### config.mk
export PLATFORM = sky130hd
export DESIGN_NAME = hid_keyboard_report_builder_unit
export DESIGN_NICKNAME = d
export VERILOG_FILES = /design/src/rtl/hkrb_pkg.sv /design/src/rtl/hkrb_front.sv /design/src/rtl/hkrb_queue.sv /design/src/rtl/hkrb_back.sv /design/src/rtl/hid_keyboard_report_builder_unit.sv
export SDC_FILE = /design/constraint.sdc
export NUM_CORES = 1
export LEC_CHECK = 0
export ABC_CLOCK_PERIOD_IN_PS = 4300
export BUFFER_PORTS_ARGS = -buffer_cell sky130_fd_sc_hd__buf_2
export CAP_MARGIN = 20
export CELL_PAD_IN_SITES_DETAIL_PLACEMENT = 1
export CELL_PAD_IN_SITES_GLOBAL_PLACEMENT = 1
export CORE_MARGIN = 2
export CORE_UTILIZATION = 46
export DETAILED_ROUTE_END_ITERATION = 6
export GPL_TIMING_DRIVEN = 0
export HOLD_SLACK_MARGIN = 0.12
export PLACE_DENSITY_LB_ADDON = 0.15
export SLEW_MARGIN = 0
export SYNTH_ARGS = -nofsm -noshare
export SYNTH_HDL_FRONTEND = slang
export SYNTH_HIERARCHICAL = 1
export SYNTH_SLANG_ARGS = --single-unit
### constraint.sdc
create_clock -name aclk -period 4.3 [get_ports aclk]
set_input_delay 0.86 -clock aclk [delete_from_list [all_inputs] [get_ports aclk]]
set_output_delay 0.86 -clock aclk [all_outputs]
set_load 0.01 [all_outputs]
### src/rtl/hkrb_pkg.sv
package hkrb_pkg;

    localparam int SLOT_COUNT    = 6;
    localparam int REPORT_SLOTS  = 6;
    localparam int ROM_SIZE      = 195;
    localparam int QUEUE_DEPTH   = 2;
    localparam int QPTR_W        = $clog2(QUEUE_DEPTH);
    localparam int QCNT_W        = $clog2(QUEUE_DEPTH + 1);

    localparam logic [15:0] CODE_LCTRL  = 16'd29;
    localparam logic [15:0] CODE_LSHIFT = 16'd42;
    localparam logic [15:0] CODE_LALT   = 16'd56;
    localparam logic [15:0] CODE_LGUI   = 16'd125;
    localparam logic [15:0] CODE_RCTRL  = 16'd97;
    localparam logic [15:0] CODE_RSHIFT = 16'd54;
    localparam logic [15:0] CODE_RALT   = 16'd100;
    localparam logic [15:0] CODE_RGUI   = 16'd126;

    localparam logic [7:0] USAGE_EMPTY = 8'h00;

    typedef struct packed {
        logic [15:0] key_code;
        logic        pressed;
    } hkrb_in_t;

    typedef struct packed {
        logic [7:0] modifier_byte;
        logic [7:0] slot0_usage;
        logic [7:0] slot1_usage;
        logic [7:0] slot2_usage;
        logic [7:0] slot3_usage;
        logic [7:0] slot4_usage;
        logic [7:0] slot5_usage;
    } hkrb_out_t;

    typedef enum logic [1:0] {
        EVT_NONE,
        EVT_MOD,
        EVT_KEY
    } hkrb_kind_t;

    // value carries the modifier mask for EVT_MOD and the usage for EVT_KEY
    typedef struct packed {
        hkrb_kind_t kind;
        logic       pressed;
        logic [7:0] value;
    } hkrb_evt_t;

    localparam logic [7:0] USAGE_ROM [ROM_SIZE] = '{
        8'h00,8'h29,8'h1e,8'h1f,8'h20,8'h21,8'h22,8'h23,8'h24,8'h25,
        8'h26,8'h27,8'h2d,8'h2e,8'h2a,8'h2b,8'h14,8'h1a,8'h08,8'h15,
        8'h17,8'h1c,8'h18,8'h0c,8'h12,8'h13,8'h2f,8'h30,8'h28,8'he0,
        8'h04,8'h16,8'h07,8'h09,8'h0a,8'h0b,8'h0d,8'h0e,8'h0f,8'h33,
        8'h34,8'h35,8'he1,8'h31,8'h1d,8'h1b,8'h06,8'h19,8'h05,8'h11,
        8'h10,8'h36,8'h37,8'h38,8'he5,8'h55,8'he2,8'h2c,8'h39,8'h3a,
        8'h3b,8'h3c,8'h3d,8'h3e,8'h3f,8'h40,8'h41,8'h42,8'h43,8'h53,
        8'h47,8'h5f,8'h60,8'h61,8'h56,8'h5c,8'h5d,8'h5e,8'h57,8'h59,
        8'h5a,8'h5b,8'h62,8'h63,8'h00,8'h94,8'h64,8'h44,8'h45,8'h87,
        8'h92,8'h93,8'h8a,8'h88,8'h8b,8'h00,8'h58,8'he4,8'h54,8'h46,
        8'he6,8'h00,8'h4a,8'h52,8'h4b,8'h50,8'h4f,8'h4d,8'h51,8'h4e,
        8'h49,8'h4c,8'h00,8'h7f,8'h81,8'h80,8'h66,8'h67,8'hd7,8'h48,
        8'h00,8'h85,8'h90,8'h91,8'h89,8'he3,8'he7,8'h65,8'h00,8'h79,
        8'h00,8'h7a,8'h77,8'h7c,8'h74,8'h7d,8'h7e,8'h7b,8'h75,8'h00,
        8'h00,8'h00,8'h00,8'h00,8'h00,8'h00,8'h00,8'h00,8'h00,8'h00,
        8'h00,8'h00,8'h00,8'h00,8'h00,8'h00,8'h00,8'h00,8'h00,8'h00,
        8'h00,8'h00,8'h00,8'h00,8'h00,8'h00,8'h00,8'h00,8'h00,8'h00,
        8'h00,8'h00,8'h00,8'h00,8'h00,8'h00,8'h00,8'h00,8'h00,8'hb6,
        8'hb7,8'h00,8'h00,8'h68,8'h69,8'h6a,8'h6b,8'h6c,8'h6d,8'h6e,
        8'h6f,8'h70,8'h71,8'h72,8'h73
    };

    function automatic logic [7:0] modifier_mask(input logic [15:0] code);
        logic [7:0] mask;
        mask = 8'h00;
        unique case (code)
            CODE_LCTRL:  mask = 8'h01;
            CODE_LSHIFT: mask = 8'h02;
            CODE_LALT:   mask = 8'h04;
            CODE_LGUI:   mask = 8'h08;
            CODE_RCTRL:  mask = 8'h10;
            CODE_RSHIFT: mask = 8'h20;
            CODE_RALT:   mask = 8'h40;
            CODE_RGUI:   mask = 8'h80;
            default:     mask = 8'h00;
        endcase
        return mask;
    endfunction

endpackage

### src/rtl/hkrb_front.sv
module hkrb_front (
    input  logic               s_valid,
    output logic               s_ready,
    input  hkrb_pkg::hkrb_in_t s_data,
    output logic               push,
    input  logic               q_ready,
    output hkrb_pkg::hkrb_evt_t evt
);

    logic [7:0] mask;
    logic [7:0] usage;
    logic       in_rom;

    assign s_ready = q_ready;
    assign push    = s_valid && q_ready;

    assign mask   = hkrb_pkg::modifier_mask(s_data.key_code);
    assign in_rom = s_data.key_code < 16'(hkrb_pkg::ROM_SIZE);
    assign usage  = in_rom ? hkrb_pkg::USAGE_ROM[s_data.key_code[7:0]] : hkrb_pkg::USAGE_EMPTY;

    always_comb begin
        evt.pressed = s_data.pressed;
        if (mask != 8'h00) begin
            evt.kind  = hkrb_pkg::EVT_MOD;
            evt.value = mask;
        end else if (usage != hkrb_pkg::USAGE_EMPTY) begin
            evt.kind  = hkrb_pkg::EVT_KEY;
            evt.value = usage;
        end else begin
            evt.kind  = hkrb_pkg::EVT_NONE;
            evt.value = hkrb_pkg::USAGE_EMPTY;
        end
    end

endmodule

### src/rtl/hkrb_queue.sv
module hkrb_queue (
    input  logic                aclk,
    input  logic                aresetn,
    input  logic                push,
    output logic                q_ready,
    input  hkrb_pkg::hkrb_evt_t push_evt,
    output logic                q_valid,
    input  logic                pop,
    output hkrb_pkg::hkrb_evt_t pop_evt
);

    hkrb_pkg::hkrb_evt_t              entry_reg [hkrb_pkg::QUEUE_DEPTH];
    logic [hkrb_pkg::QPTR_W-1:0]      wr_ptr_reg, wr_ptr_next;
    logic [hkrb_pkg::QPTR_W-1:0]      rd_ptr_reg, rd_ptr_next;
    logic [hkrb_pkg::QCNT_W-1:0]      count_reg, count_next;

    localparam logic [hkrb_pkg::QCNT_W-1:0] FULL_COUNT = hkrb_pkg::QCNT_W'(hkrb_pkg::QUEUE_DEPTH);
    localparam logic [hkrb_pkg::QPTR_W-1:0] LAST_PTR   = hkrb_pkg::QPTR_W'(hkrb_pkg::QUEUE_DEPTH - 1);

    assign q_ready = count_reg != FULL_COUNT;
    assign q_valid = count_reg != '0;
    assign pop_evt = entry_reg[rd_ptr_reg];

    always_comb begin
        wr_ptr_next = wr_ptr_reg;
        rd_ptr_next = rd_ptr_reg;
        count_next  = count_reg;
        if (push) begin
            wr_ptr_next = (wr_ptr_reg == LAST_PTR) ? '0 : wr_ptr_reg + 1'b1;
        end
        if (pop) begin
            rd_ptr_next = (rd_ptr_reg == LAST_PTR) ? '0 : rd_ptr_reg + 1'b1;
        end
        priority if (push && !pop) begin
            count_next = count_reg + 1'b1;
        end else if (pop && !push) begin
            count_next = count_reg - 1'b1;
        end else begin
            count_next = count_reg;
        end
    end

    always_ff @(posedge aclk) begin
        if (!aresetn) begin
            wr_ptr_reg <= '0;
            rd_ptr_reg <= '0;
            count_reg  <= '0;
        end else begin
            wr_ptr_reg <= wr_ptr_next;
            rd_ptr_reg <= rd_ptr_next;
            count_reg  <= count_next;
        end
    end

    always_ff @(posedge aclk) begin
        if (push) begin
            entry_reg[wr_ptr_reg] <= push_evt;
        end
    end

    a_no_overflow: assert property (@(posedge aclk) disable iff (!aresetn)
        count_reg == FULL_COUNT && !pop |-> !push)
        else $error("request pushed into full queue");

    a_no_underflow: assert property (@(posedge aclk) disable iff (!aresetn)
        pop |-> count_reg != '0)
        else $error("pop from empty queue");

endmodule

### src/rtl/hkrb_back.sv
module hkrb_back (
    input  logic                aclk,
    input  logic                aresetn,
    input  logic                q_valid,
    output logic                pop,
    input  hkrb_pkg::hkrb_evt_t evt,
    output logic                m_valid,
    input  logic                m_ready,
    output hkrb_pkg::hkrb_out_t m_data
);

    logic [7:0]                                modifier_reg, modifier_next;
    logic [hkrb_pkg::SLOT_COUNT-1:0][7:0]      slot_reg, slot_next;
    logic [hkrb_pkg::SLOT_COUNT-1:0]           hit;
    logic [hkrb_pkg::SLOT_COUNT-1:0]           first_empty;
    logic [hkrb_pkg::REPORT_SLOTS-1:0][7:0]    rep_slots;
    logic                                      m_valid_reg, m_valid_next;
    hkrb_pkg::hkrb_out_t                       report_reg, report_next;

    assign pop     = q_valid && (!m_valid_reg || m_ready);
    assign m_valid = m_valid_reg;
    assign m_data  = report_reg;

    always_comb begin
        logic found;
        found       = 1'b0;
        hit         = '0;
        first_empty = '0;
        for (int i = 0; i < hkrb_pkg::SLOT_COUNT; i++) begin
            hit[i] = slot_reg[i] == evt.value;
            if (slot_reg[i] == hkrb_pkg::USAGE_EMPTY && !found) begin
                first_empty[i] = 1'b1;
                found          = 1'b1;
            end
        end
    end

    always_comb begin
        modifier_next = modifier_reg;
        slot_next     = slot_reg;
        if (pop) begin
            unique case (evt.kind)
                hkrb_pkg::EVT_MOD: begin
                    modifier_next = evt.pressed ? (modifier_reg | evt.value)
                                                : (modifier_reg & ~evt.value);
                end
                hkrb_pkg::EVT_KEY: begin
                    for (int i = 0; i < hkrb_pkg::SLOT_COUNT; i++) begin
                        if (!evt.pressed && hit[i]) begin
                            slot_next[i] = hkrb_pkg::USAGE_EMPTY;
                        end else if (evt.pressed && !(|hit) && first_empty[i]) begin
                            slot_next[i] = evt.value;
                        end
                    end
                end
                hkrb_pkg::EVT_NONE: begin
                end
                default: begin
                end
            endcase
        end
    end

    for (genvar j = 0; j < hkrb_pkg::REPORT_SLOTS; j++) begin : g_rep
        if (j < hkrb_pkg::SLOT_COUNT) begin : g_live
            assign rep_slots[j] = slot_next[j];
        end else begin : g_none
            assign rep_slots[j] = hkrb_pkg::USAGE_EMPTY;
        end
    end

    always_comb begin
        report_next.modifier_byte = modifier_next;
        report_next.slot0_usage   = rep_slots[0];
        report_next.slot1_usage   = rep_slots[1];
        report_next.slot2_usage   = rep_slots[2];
        report_next.slot3_usage   = rep_slots[3];
        report_next.slot4_usage   = rep_slots[4];
        report_next.slot5_usage   = rep_slots[5];
        m_valid_next = m_valid_reg;
        priority if (pop) begin
            m_valid_next = 1'b1;
        end else if (m_ready) begin
            m_valid_next = 1'b0;
        end else begin
            m_valid_next = m_valid_reg;
        end
    end

    always_ff @(posedge aclk) begin
        if (!aresetn) begin
            modifier_reg <= '0;
            slot_reg     <= '0;
            m_valid_reg  <= 1'b0;
        end else begin
            modifier_reg <= modifier_next;
            slot_reg     <= slot_next;
            m_valid_reg  <= m_valid_next;
        end
    end

    always_ff @(posedge aclk) begin
        if (pop) begin
            report_reg <= report_next;
        end
    end

    a_mod_keeps_slots: assert property (@(posedge aclk) disable iff (!aresetn)
        pop && evt.kind == hkrb_pkg::EVT_MOD |=> slot_reg == $past(slot_reg))
        else $error("modifier request changed key slots");

    a_key_keeps_mods: assert property (@(posedge aclk) disable iff (!aresetn)
        pop && evt.kind != hkrb_pkg::EVT_MOD |=> modifier_reg == $past(modifier_reg))
        else $error("non-modifier request changed modifier byte");

    a_idle_holds: assert property (@(posedge aclk) disable iff (!aresetn)
        !pop |=> $stable(slot_reg) && $stable(modifier_reg))
        else $error("state changed without a request");

endmodule

### src/rtl/hid_keyboard_report_builder_unit.sv
// channel | ports                      | payload
// --------+----------------------------+----------------------------------------
// input   | s_valid s_ready s_data     | key_code, pressed
// output  | m_valid m_ready m_data     | modifier_byte, slot0_usage..slot5_usage
//
// One request per cycle sustained while the report output is not stalled; one report per request.
// The front writes the 2-entry queue, the back updates state
// and loads the report register from it.
// Reset clears modifiers, key slots, queue and output valid.
// s_ready drops only when both queue entries are held while the report waits.
module hid_keyboard_report_builder_unit (
    input  logic                aclk,
    input  logic                aresetn,
    input  logic                s_valid,
    output logic                s_ready,
    input  hkrb_pkg::hkrb_in_t  s_data,
    output logic                m_valid,
    input  logic                m_ready,
    output hkrb_pkg::hkrb_out_t m_data
);

    logic                push;
    logic                q_ready;
    logic                q_valid;
    logic                pop;
    hkrb_pkg::hkrb_evt_t push_evt;
    hkrb_pkg::hkrb_evt_t pop_evt;

    hkrb_front u_front (
        .s_valid (s_valid),
        .s_ready (s_ready),
        .s_data  (s_data),
        .push    (push),
        .q_ready (q_ready),
        .evt     (push_evt)
    );

    hkrb_queue u_queue (
        .aclk     (aclk),
        .aresetn  (aresetn),
        .push     (push),
        .q_ready  (q_ready),
        .push_evt (push_evt),
        .q_valid  (q_valid),
        .pop      (pop),
        .pop_evt  (pop_evt)
    );

    hkrb_back u_back (
        .aclk    (aclk),
        .aresetn (aresetn),
        .q_valid (q_valid),
        .pop     (pop),
        .evt     (pop_evt),
        .m_valid (m_valid),
        .m_ready (m_ready),
        .m_data  (m_data)
    );

endmodule
; Yosys cells after proc, flatten, opt, wreduce, memory -nomap -nowiden
; Memory sizes are Yosys's and may differ from the RTL's. A register that Yosys moved wholly into a read port is not among the register bits.
; Index checks and enable logic that the tools add are counted.
[word_totals]
romBits = 2048
mem_count = 2
reg_bits = 117
ram_bits = 22
in_bits = 21
[classes]
addsub = 4
muxes = 45
reduce_logical = 45
magnitude_cmp = 2
n_bitwise = 4
n_eq_ne = 17
[memory_table]
columns = name, depth, word_bits, rd, rd_ports_with_merged_regs, write_ports, line
row1 = (no name shown), 256, 8, 1, 0, 0, hkrb_front.sv:19  ; assign usage = in_rom ? hkrb_pkg::USAGE_ROM[s_data.key_code[7:0]] : hkrb_pkg::USAGE_EMPTY;
row2 = u_queue.entry_reg, 2, 11, 1, 1, 1, hkrb_queue.sv:12  ; hkrb_pkg::hkrb_evt_t entry_reg [hkrb_pkg::QUEUE_DEPTH];
[ops]
columns = op, count
row1 = $mux W8, 20
row2 = $mux W48, 2
row3 = $eq A16 B7 Y1 const B, 4
row4 = $pmux W8 S8, 1
row5 = $eq A16 B6 Y1 const B, 3
row6 = $eq A8 B8 Y1, 6
row7 = $logic_not A8 Y1, 6
row8 = $logic_and A1 B1 Y1, 22
row9 = $mux W1, 18
row10 = $eq A16 B5 Y1 const B, 1
row11 = $lt A16 B8 Y1 const B, 1
row12 = $reduce_bool A8 Y1, 2
row13 = $logic_not A1 Y1, 10
row14 = $ge A9 B9 Y1 const B, 1
row15 = $not A8 Y9, 1
row16 = $and A8 B8 Y8, 1
row17 = $mux W2, 4
row18 = $not A8 Y8, 1
row19 = $or A8 B8 Y8, 1
row20 = $reduce_bool A2 Y1, 3
row21 = $reduce_or A6 Y1, 1
row22 = $add A1 B1 Y1 const B, 2
row23 = $add A2 B1 Y2 const B, 1
row24 = $eq A2 B1 Y1 const B, 1
row25 = other kinds (4), 4

; Logic depth before layout (Yosys ltp)
; Gate-level depths: netlist of the first run.
[logic_depth]
depth_word = 22
depth_mapped = 11

; Modules after synthesis
; The synthesis of the first run kept the hierarchy.
[modules_own_cells]
columns = mod, cells_each, n_inst, area_per_inst_um2
row1 = hkrb_back, 604, 1, 5609.1
row2 = hkrb_front, 345, 1, 2205.9
row3 = hkrb_queue, 56, 1, 1008.5

; Least setup slack after synthesis of the first run
; No wires, ideal clock.
[synth_timing]
path_type = in2reg
startpoint = input port m_ready
endpoint = register u_back.report_reg, in the netlist u_back/m_data[18], data pin
slack_ps = 700
path_stages = 7
arrival_time_ps = 3442
t_required_ps = 4142
path_buffers = 1
path_cell_list = nand2b_1 and2_1 and3b_1 o21a_1 clkbuf_1 nand2_1 o211ai_1
[synth_lines]
columns = item, line
row1 = start: declaration, hid_keyboard_report_builder_unit.sv:18  ; input logic m_ready,
row2 = end signal: assignment, hkrb_back.sv:104  ; report_reg <= report_next;
row3 = end: declaration, hkrb_back.sv:18  ; hkrb_pkg::hkrb_out_t report_reg, report_next;

==> results.rst, run 1 <==
.. list-table::
   :header-rows: 1

   * - Metric
     - Value
   * - Result of the run
     - finished clean
   * - Layout net count
     - 1134
   * - Yosys warns
     - 6
   * - Sequential fraction of design power
     - 36.8%
   * - Largest stage delay, worst path
     - 540 ps
   * - Half-perimeter wire length after placement
     - 23.29 mm
   * - Syn_area_per_cell
     - 8.780 sq um
   * - Die X
     - 142.5 um
   * - F_max
     - 240.2 MHz
   * - Hold buffer count at CTS
     - 0
   * - IO buf count
     - 75
   * - Number of global-route vias before repair
     - 8592
   * - Total Die Area
     - 20300 sq um
   * - Critical-path top delay cell
     - sky130_fd_sc_hd__a2111oi_1
   * - Height of the die
     - 142.5 um
   * - R2R Setup Slk
     - 950 ps
   * - Number of buffers on the longest clock path
     - 2
   * - Number of cells traversed by the worst hold path
     - 2
   * - Area Growth Syn to Fin
     - 14.11%
   * - Final clock skew
     - 12.75 ps
   * - Synth async-reset ratio
     - 0%
   * - Most frequent cell after synthesis
     - sky130_fd_sc_hd__nand2_1
   * - Max transition margin
     - 29.86%
   * - Total standard cell area after synthesis
     - 8823 sq um
   * - Setup violations, final
     - 0
   * - Minimum clock period after layout
     - 4164 ps
   * - CTS clock-pin slew for the worst setup and hold paths
     - 70 ps
   * - Internal power summed over all cells
     - 3.067 mW
   * - RSZ-0062 raised after global routing
     - no
   * - Std cell rows
     - 50
   * - DR vias/cell
     - 6.444
   * - Final core utilization
     - 53.65%
   * - Number of flip-flops in the largest register
     - 56
   * - Detail-routed net length per standard cell
     - 24.44 um
   * - Fraction of layout instances using a drive strength above 1
     - 15.92%
   * - Largest net degree at the start of global routing
     - 44
   * - Simple logic cell fraction of the synthesized area
     - 22.43%
   * - Maxcap violations
     - 0
   * - Top Ports
     - 79
   * - Period utilisation layout
     - 96.83%
   * - Total count of hold-check failures in the final report
     - 0
   * - Unique cell type count in the Yosys netlist
     - 75
   * - Critical Path Sink Type
     - register
   * - #FFs+latches synth
     - 140
   * - Most used flip-flop cell after synthesis
     - sky130_fd_sc_hd__edfxtp_1
   * - Kind of start point of the critical path
     - primary input
   * - Mux share of post-synthesis cell area
     - 3.517%
   * - Antenna cells
     - 0
   * - Largest cells by area after synthesis
     - sky130_fd_sc_hd__edfxtp_1 27%, sky130_fd_sc_hd__dfxtp_1 14%, sky130_fd_sc_hd__nand2_1 6.2%, sky130_fd_sc_hd__nand3_1 6.0%, sky130_fd_sc_hd__o21ai_0 4.0%
   * - Synth Area in Adders
     - 1.985%
   * - Power share of the combinational group
     - 35.0%
   * - Depth of the worst register-to-register path
     - 11
   * - Hold/Removal Path Class
     - reg -> reg
   * - Root buffer cell
     - sky130_fd_sc_hd__clkbuf_16
   * - Fraction of the mapped netlist area in compound gates
     - 19.91%
   * - IR Drop Worst-Case VDD
     - 0.3326 mV
   * - Max-slew violation count
     - 0
   * - Drt first-iter violations
     - 740
   * - Sequential element share of the synthesized area
     - 40.61%
   * - Sink count of the clock tree
     - 140
   * - Worst endpoint required time
     - 4430 ps
   * - Area inside the core boundary
     - 18770 sq um
   * - Worst flop-to-flop path endpoint
     - u_back/m_data[24]
   * - Starting density of the core
     - 47.01%
   * - Sum of routed wire length over all layers
     - 32.90 mm
   * - Cts bufs inserted
     - 17
   * - Fraction of met1 tracks used by global routing
     - 40.76%
   * - Via count
     - 8673
   * - TritonCTS clock tree
     - built
   * - Met3 capacity usage during global routing
     - 5.485%
   * - Top cell types by occurrence after synthesis
     - 146 x sky130_fd_sc_hd__nand2_1, 106 x sky130_fd_sc_hd__nand3_1, 78 x sky130_fd_sc_hd__edfxtp_1
   * - Number of detailed-routing iterations run before antenna repair
     - 5
   * - Number of enable flip-flop cells after synthesis
     - 78
   * - Post-CTS Setup Inserts
     - 0
   * - Net switching share of the total power
     - 38.10%
   * - Remaining antenna violation count after routing
     - 0
   * - Residual DRC
     - 0
   * - Count of cells resized by post-cts repair
     - 0
   * - Area share of the largest cell type after synthesis
     - 26.55%
   * - Beginning of the worst hold path
     - u_queue/count_reg[1]
   * - Met2 usage in global routing
     - 53.74%
   * - Switching power
     - 1.888 mW
   * - Ordered list of cells on the worst path
     - buf_2 -> inv_1 -> ha_1 -> clkbuf_1 -> nand2b_1 -> o21ai_1 -> o211a_1 -> o311ai_1 -> a311oi_1 -> a2111oi_1 -> a41oi_2
   * - Worst Setup Path Type
     - in -> reg
   * - Data arrival at the endpoint of the critical path
     - 4290 ps
   * - Relative contribution of the clock network to total power
     - 28.2%
   * - Number of instances in the synthesized netlist
     - 1005
   * - Deepest level of the CTS H-tree
     - 4
   * - Maximum fanout along the worst path
     - 16
   * - Static leakage
     - 3.679 nW
   * - Global placement routability congestion
     - 0.9785
   * - Power density of the placed cells
     - 492.1 nW/um^2
   * - Post-synth top area cell
     - sky130_fd_sc_hd__edfxtp_1
   * - Post-place setup slack
     - -531.7 ps
   * - Initial antenna violation count
     - 1
   * - Largest family of logic cells by synthesized area
     - simple AND/OR/NAND/NOR gates
   * - Overall power consumption
     - 4.954 mW
   * - Global-route wire length before repair
     - 50.03 mm
   * - Final Worst Setup Slack
     - 136.2 ps
   * - Clock latency on the worst-skew pair
     - 430 ps
   * - Hold Crit Endpoint
     - u_queue/count_reg[1]
   * - Measured slew at the worst slew-check pin
     - 1050 ps
   * - Post-synthesis xor/xnor area fraction
     - 5.162%
   * - GRT Total Usage
     - 32.63%
   * - Post-Syn Nets
     - 1040
   * - Gr ovfl total
     - 0
   * - Final setup TNS
     - 0 ps
   * - Routing layer with the top usage in global route
     - met2
==> per-stage QoR <==
stage               instances  instance area [sq um]  hold slack, ps
floorplan                1005                   8823           465.6
global placement         1314                   9492           486.4
detailed placement       1315                   9513           491.8
CTS                      1346                  10070           501.0
global route             1346                  10070           550.4
finish                   1346                  10070           495.7
==> per-layer routing <==
metal	vias up	part of all wire [%]
met1	4249	40
li1	3889	-
met2	424	47
met4	2	5.6
met5	-	0.073
met3	109	6.8
==> cell type report <==
type / instances / area (sq um)
sequential: 140 / 3583
tap: 234 / 292.8
clock inverter: 15 / 133.9
timing repair buffer: 76 / 395.4
inverter: 26 / 97.59
multi-input combinational: 744 / 4678
clock buffer: 17 / 425.4
buffer: 94 / 461.7
fill: 2259 / 8700
==> how the worst max path moves through the flow <==
stage	to	start	slack [ps]	cells past startpoint
after floorplan	u_back/m_data[18]	m_ready	700	7
final	u_queue/entry_reg[0][10]	s_data[2]	140	11
after global routing	u_queue/entry_reg[0][10]	s_data[2]	160	11
after detailed placement	u_queue/entry_reg[0][10]	s_data[2]	-530	12
after global placement	u_queue/entry_reg[0][10]	s_data[2]	-510	12
after CTS	u_queue/entry_reg[0][10]	s_data[2]	340	11
==> logic make-up (layout without fill, tap and decap cells) <==
family                   after synthesis  in the layout
flip-flops                           140            140
AND/OR/NAND/NOR                      398            398
adder cells (fa/ha/maj)               14             14
AO/OA/AOI/OAI                        253            253
multiplexers                          27             27
XOR/XNOR                              52             52
buffers and inverters                121            228
==> power by group through the flow <==
stage                     registers [mW]  clock network, mW  logic [mW]
after CTS                           1.83               1.43        1.71
after global placement              1.86                  0        1.63
after global routing                1.85               1.48        1.86
after floorplan                     1.97                  0       0.940
final                               1.82               1.40        1.73
after detailed placement            1.85                  0        1.70
==> critical path: cells and delay by family <==
family | cells | cell delay [ps]
buf+inv | 3 | 880
fa+ha+maj | 1 | 280
compound gates | 6 | 1780
simple gates | 1 | 480
==> placed cells by master, fill, tap and decap left out, types with 19 or more instances in the layout <==
cell type                  instances
sky130_fd_sc_hd__nor2_1           24
sky130_fd_sc_hd__dfxtp_1          62
sky130_fd_sc_hd__xor2_1           34
sky130_fd_sc_hd__nand2b_1         20
sky130_fd_sc_hd__nand3_1         106
sky130_fd_sc_hd__buf_2            99
sky130_fd_sc_hd__o211ai_1         46
sky130_fd_sc_hd__o21ai_0          71
sky130_fd_sc_hd__inv_1            25
sky130_fd_sc_hd__nor4_1           20
sky130_fd_sc_hd__a21oi_1          26
sky130_fd_sc_hd__nand2_1         146
sky130_fd_sc_hd__edfxtp_1         78
sky130_fd_sc_hd__and2_1           19
sky130_fd_sc_hd__clkbuf_1         50
Power figures use the tool's default switching activity.
==> run 2, diff against run 1 <==
--- a/config.mk
+++ b/config.mk
@@ -5,13 +5,14 @@
 export SDC_FILE = /design/constraint.sdc
 export NUM_CORES = 1
 export LEC_CHECK = 0
+export ABC_AREA = 1
 export ABC_CLOCK_PERIOD_IN_PS = 4300
 export BUFFER_PORTS_ARGS = -buffer_cell sky130_fd_sc_hd__buf_2
 export CAP_MARGIN = 20
 export CELL_PAD_IN_SITES_DETAIL_PLACEMENT = 1
 export CELL_PAD_IN_SITES_GLOBAL_PLACEMENT = 1
 export CORE_MARGIN = 2
-export CORE_UTILIZATION = 46
+export CORE_UTILIZATION = 30
 export DETAILED_ROUTE_END_ITERATION = 6
 export GPL_TIMING_DRIVEN = 0
 export HOLD_SLACK_MARGIN = 0.12
==> run 2 against run 1 <==
Against the previous run:
- first-iteration DRC count is 17% lower
- setup slack better by 900 ps
- synthesized area is 1.9% higher
- largest cell class unchanged
- fmax up 28%
- via count grew 0.44%
- critical path type unchanged
- clock-buffer cell count rose by 2
- sequential cell count unchanged
- combinational power is 29% higher
- clock power increased by 8%
==> results.rst, run 2 <==
.. list-table::
   :header-rows: 1

   * - Metric
     - Value
   * - Largest cells by area after synthesis
     - sky130_fd_sc_hd__edfxtp_1 26%, sky130_fd_sc_hd__nand2_1 18%, sky130_fd_sc_hd__dfxtp_1 14%, sky130_fd_sc_hd__nand3_1 7.1%, sky130_fd_sc_hd__nand4_1 4.7%
   * - Remaining antenna violation count after routing
     - 0 (unchanged)
   * - Data arrival at the endpoint of the critical path
     - 3560 ps (-730 ps)
   * - Number of detailed-routing iterations run before antenna repair
     - 5 (unchanged)
   * - Number of buffers on the longest clock path
     - 2 (unchanged)
   * - Setup violations, final
     - 0 (unchanged)
   * - Max transition margin
     - 31.38% (+1.5 points)
   * - Sum of routed wire length over all layers
     - 32.67 mm (-0.71%)
   * - Leading cell type in the layout, fill and taps excluded
     - sky130_fd_sc_hd__nand2_1
   * - Area inside the core boundary
     - 29560 sq um (+57%)
   * - Total Die Area
     - 31360 sq um (+54%)
   * - Final Worst Setup Slack
     - 1035 ps (+898.9 ps)
   * - Unique cell type count in the Yosys netlist
     - 40 (-47%)
   * - Largest net degree at the start of global routing
     - 46 (+4.5%)
   * - Commonest non-fill, non-tap cells in the layout
     - 428 x sky130_fd_sc_hd__nand2_1, 128 x sky130_fd_sc_hd__nand3_1, 112 x sky130_fd_sc_hd__inv_1
   * - Worst endpoint required time
     - 4590 ps (+160 ps)
   * - Post-synth top area cell
     - sky130_fd_sc_hd__edfxtp_1
   * - Power density of the placed cells
     - 542.6 nW/um^2 (+10%)
   * - Maxcap violations
     - 0 (unchanged)
   * - Number of cells in the design after placement
     - 1705 (+30%)
   * - Overall power consumption
     - 5.684 mW (+15%)
   * - Deepest level of the CTS H-tree
     - 4 (unchanged)
   * - Std cell rows
     - 63 (+26%)
   * - Half-perimeter wire length after placement
     - 24.33 mm (+4.5%)
   * - Hold buffer count at CTS
     - 0 (unchanged)
   * - Final cell count without fillers
     - 1737 (+29%)
   * - Drt first-iter violations
     - 612 (-17%)
   * - Sequential element share of the synthesized area
     - 39.87% (-0.75 points)
   * - Measured slew at the worst slew-check pin
     - 1025 ps (-24.50 ps)
   * - Hold WS
     - 507.6 ps (+11.89 ps)
   * - Number of enable flip-flop cells after synthesis
     - 78 (unchanged)
   * - Kind of start point of the critical path
     - primary input
   * - Antenna cells
     - 0 (unchanged)
   * - Area post-placement
     - 9872 sq um (+3.8%)
   * - Global-route wire length before repair
     - 50.78 mm (+1.5%)
   * - Top Ports
     - 79 (unchanged)
   * - Gr ovfl total
     - 0 (unchanged)
   * - Beginning of the worst hold path
     - u_back/m_valid
   * - Syn_area_per_cell
     - 7.255 sq um (-17%)
   * - Die X
     - 177.1 um (+24%)
   * - F_max
     - 306.3 MHz (+28%)
   * - TritonCTS clock tree
     - built
   * - Yosys warns
     - 6 (unchanged)
   * - Net switching share of the total power
     - 39.96% (+1.9 points)
   * - R2R Setup Slk
     - 1370 ps (+420 ps)
   * - Global placement routability congestion
     - 0.9106 (-6.9%)
   * - Static leakage
     - 4.989 nW (+36%)
   * - Worst Setup Path Type
     - in -> reg
   * - Sequential fraction of design power
     - 34.1% (-2.7 points)
   * - Minimum clock period after layout
     - 3265 ps (-898.9 ps)
   * - Hold/Removal Path Class
     - reg -> reg
   * - #FFs+latches synth
     - 140 (unchanged)
   * - Starting density of the core
     - 30.41% (-17 points)
   * - Residual DRC
     - 0 (unchanged)
   * - Post-Syn Nets
     - 1274 (+23%)
   * - Area share of the largest cell type after synthesis
     - 26.06% (-0.49 points)
   * - Number of global-route vias before repair
     - 8856 (+3.1%)
   * - Initial antenna violation count
     - 0 (-1)
   * - Relative contribution of the clock network to total power
     - 26.6% (-1.6 points)
   * - Sink count of the clock tree
     - 140 (unchanged)
   * - Post-CTS Setup Inserts
     - 0 (unchanged)
   * - Most frequent cell after synthesis
     - sky130_fd_sc_hd__nand2_1
   * - Most used flip-flop cell after synthesis
     - sky130_fd_sc_hd__edfxtp_1
   * - RSZ-0062 raised after global routing
     - no
   * - Top cell types by occurrence after synthesis
     - 428 x sky130_fd_sc_hd__nand2_1, 128 x sky130_fd_sc_hd__nand3_1, 113 x sky130_fd_sc_hd__inv_1
   * - IO buf count
     - 75 (unchanged)
   * - Total count of hold-check failures in the final report
     - 0 (unchanged)
   * - Max-slew violation count
     - 0 (unchanged)
   * - Final clock skew
     - 15.39 ps (+2.645 ps)
   * - Final core utilization
     - 35.44% (-18 points)
   * - Clock latency on the worst-skew pair
     - 440 ps (about the same)
   * - Layout net count
     - 1369 (+21%)
   * - Number of instances in the synthesized netlist
     - 1239 (+23%)
   * - Post-place setup slack
     - 677.0 ps (+1209 ps)
   * - Count of cells resized by post-cts repair
     - 0 (unchanged)
   * - GRT Total Usage
     - 21.31% (-11 points)
   * - CTS clock-pin slew for the worst setup and hold paths
     - 70 ps (about the same)
   * - Via count
     - 8711 (+0.44%)
   * - Internal power summed over all cells
     - 3.413 mW (+11%)
   * - Maximum fanout along the worst path
     - 12 (-4)
   * - Result of the run
     - finished clean
   * - Power share of the combinational group
     - 39.3% (+4.3 points)
   * - Total standard cell area after synthesis
     - 8989 sq um (+1.9%)
   * - Area of all placed cells without fillers
     - 10480 sq um (+4.0%)
   * - Critical Path Sink Type
     - register
   * - Final setup TNS
     - 0 ps (unchanged)
   * - Period utilisation layout
     - 75.93% (-21 points)
   * - Root buffer cell
     - sky130_fd_sc_hd__clkbuf_16
   * - Final-layout fill cell count
     - 3731 (+65%)
   * - Detail-routed net length per standard cell
     - 18.81 um (-23%)
   * - Area Growth Syn to Fin
     - 16.54%
   * - Cts bufs inserted
     - 17 (unchanged)
   * - Synth async-reset ratio
     - 0% (unchanged)
   * - Timing startpoint of the critical path
     - s_data[2]
   * - Number of flip-flops in the largest register
     - 56 (unchanged)
   * - Height of the die
     - 177.1 um (+24%)
   * - DR vias/cell
     - 5.015 (-22%)
   * - Fraction of layout instances using a drive strength above 1
     - 15.81% (-0.10 points)
   * - Switching power
     - 2.271 mW (+20%)
   * - IR Drop Worst-Case VDD
     - 0.3187 mV (-4.2%)
-- run 2: cell count changes after synthesis, moves of 26 or more --
cell	delta
sky130_fd_sc_hd__nand2_1	+282
sky130_fd_sc_hd__inv_1	+88
sky130_fd_sc_hd__nor2_1	+72
sky130_fd_sc_hd__nand4_1	+57
sky130_fd_sc_hd__o21ai_0	-53
sky130_fd_sc_hd__o211ai_1	-46
sky130_fd_sc_hd__clkbuf_1	-41
sky130_fd_sc_hd__a21oi_1	+37
sky130_fd_sc_hd__xor2_1	-26
-- run 2: power groups by stage --
stage                     combinational [mW]  sequential [mW]  clock [mW]
after detailed placement                2.24             1.97           0
after CTS                               2.25             1.95        1.56
final                                   2.23             1.94        1.51
after floorplan                         1.25             2.14           0
after global placement                  2.18             1.98           0
after global routing                    2.45             1.98        1.61
-- run 2: cell type report --
class                      instances  area [sq um]  share of cell area [%]
sequential                       140          3583                   34.21
clock inverter                    13         150.1                   1.433
timing repair buffer              76         395.4                   3.775
tap                              390         488.0                   4.658
inverter                         128         498.0                   4.754
buffer                            52         407.9                   3.894
clock buffer                      19         452.9                   4.324
multi-input combinational        919          4499                   42.95
-- run 2: cells by family after synthesis --
kind of cell	count (synthesis)	synth area share, %
flops	140	39.87
xor+xnor	24	2.339
mux	11	1.796
fa+ha+maj	14	1.949
simple gates	770	38.11
compound gates	100	5.860
buf+inv	180	10.08
-- run 2: routing by layer --
layer  wire length [um]  vias to the layer above  GRT usage, %
li1                   -                     4258             -
met3               1229                       47         3.308
met4                786                        0         6.990
met5                  0                        -             0
met2              15700                      206         36.20
met1              14950                     4200         27.54
-- run 2: critical path: stages --
cell	delay, ps
sky130_fd_sc_hd__buf_2	170
sky130_fd_sc_hd__inv_1	430
sky130_fd_sc_hd__ha_1	430
sky130_fd_sc_hd__inv_1	120
sky130_fd_sc_hd__nand2_1	230
sky130_fd_sc_hd__nand2_1	120
sky130_fd_sc_hd__nand2_1	70
sky130_fd_sc_hd__nand2_1	60
sky130_fd_sc_hd__nand2_1	80
sky130_fd_sc_hd__nand2_1	70
sky130_fd_sc_hd__nor2_1	270
sky130_fd_sc_hd__nor2_1	120
sky130_fd_sc_hd__o21ai_2	160
sky130_fd_sc_hd__nor2_2	70
sky130_fd_sc_hd__nand2_4	80
sky130_fd_sc_hd__nand3_1	70
sky130_fd_sc_hd__nand2_1	120
-- run 2: worst paths after layout --
kind                                           endpoint  cells after the start
worst max-delay path            u_queue/entry_reg[1][0]                     17
worst min-delay path                     u_back/m_valid                      2
worst max register to register         u_back/m_data[9]                     16
worst min register to register           u_back/m_valid                      2
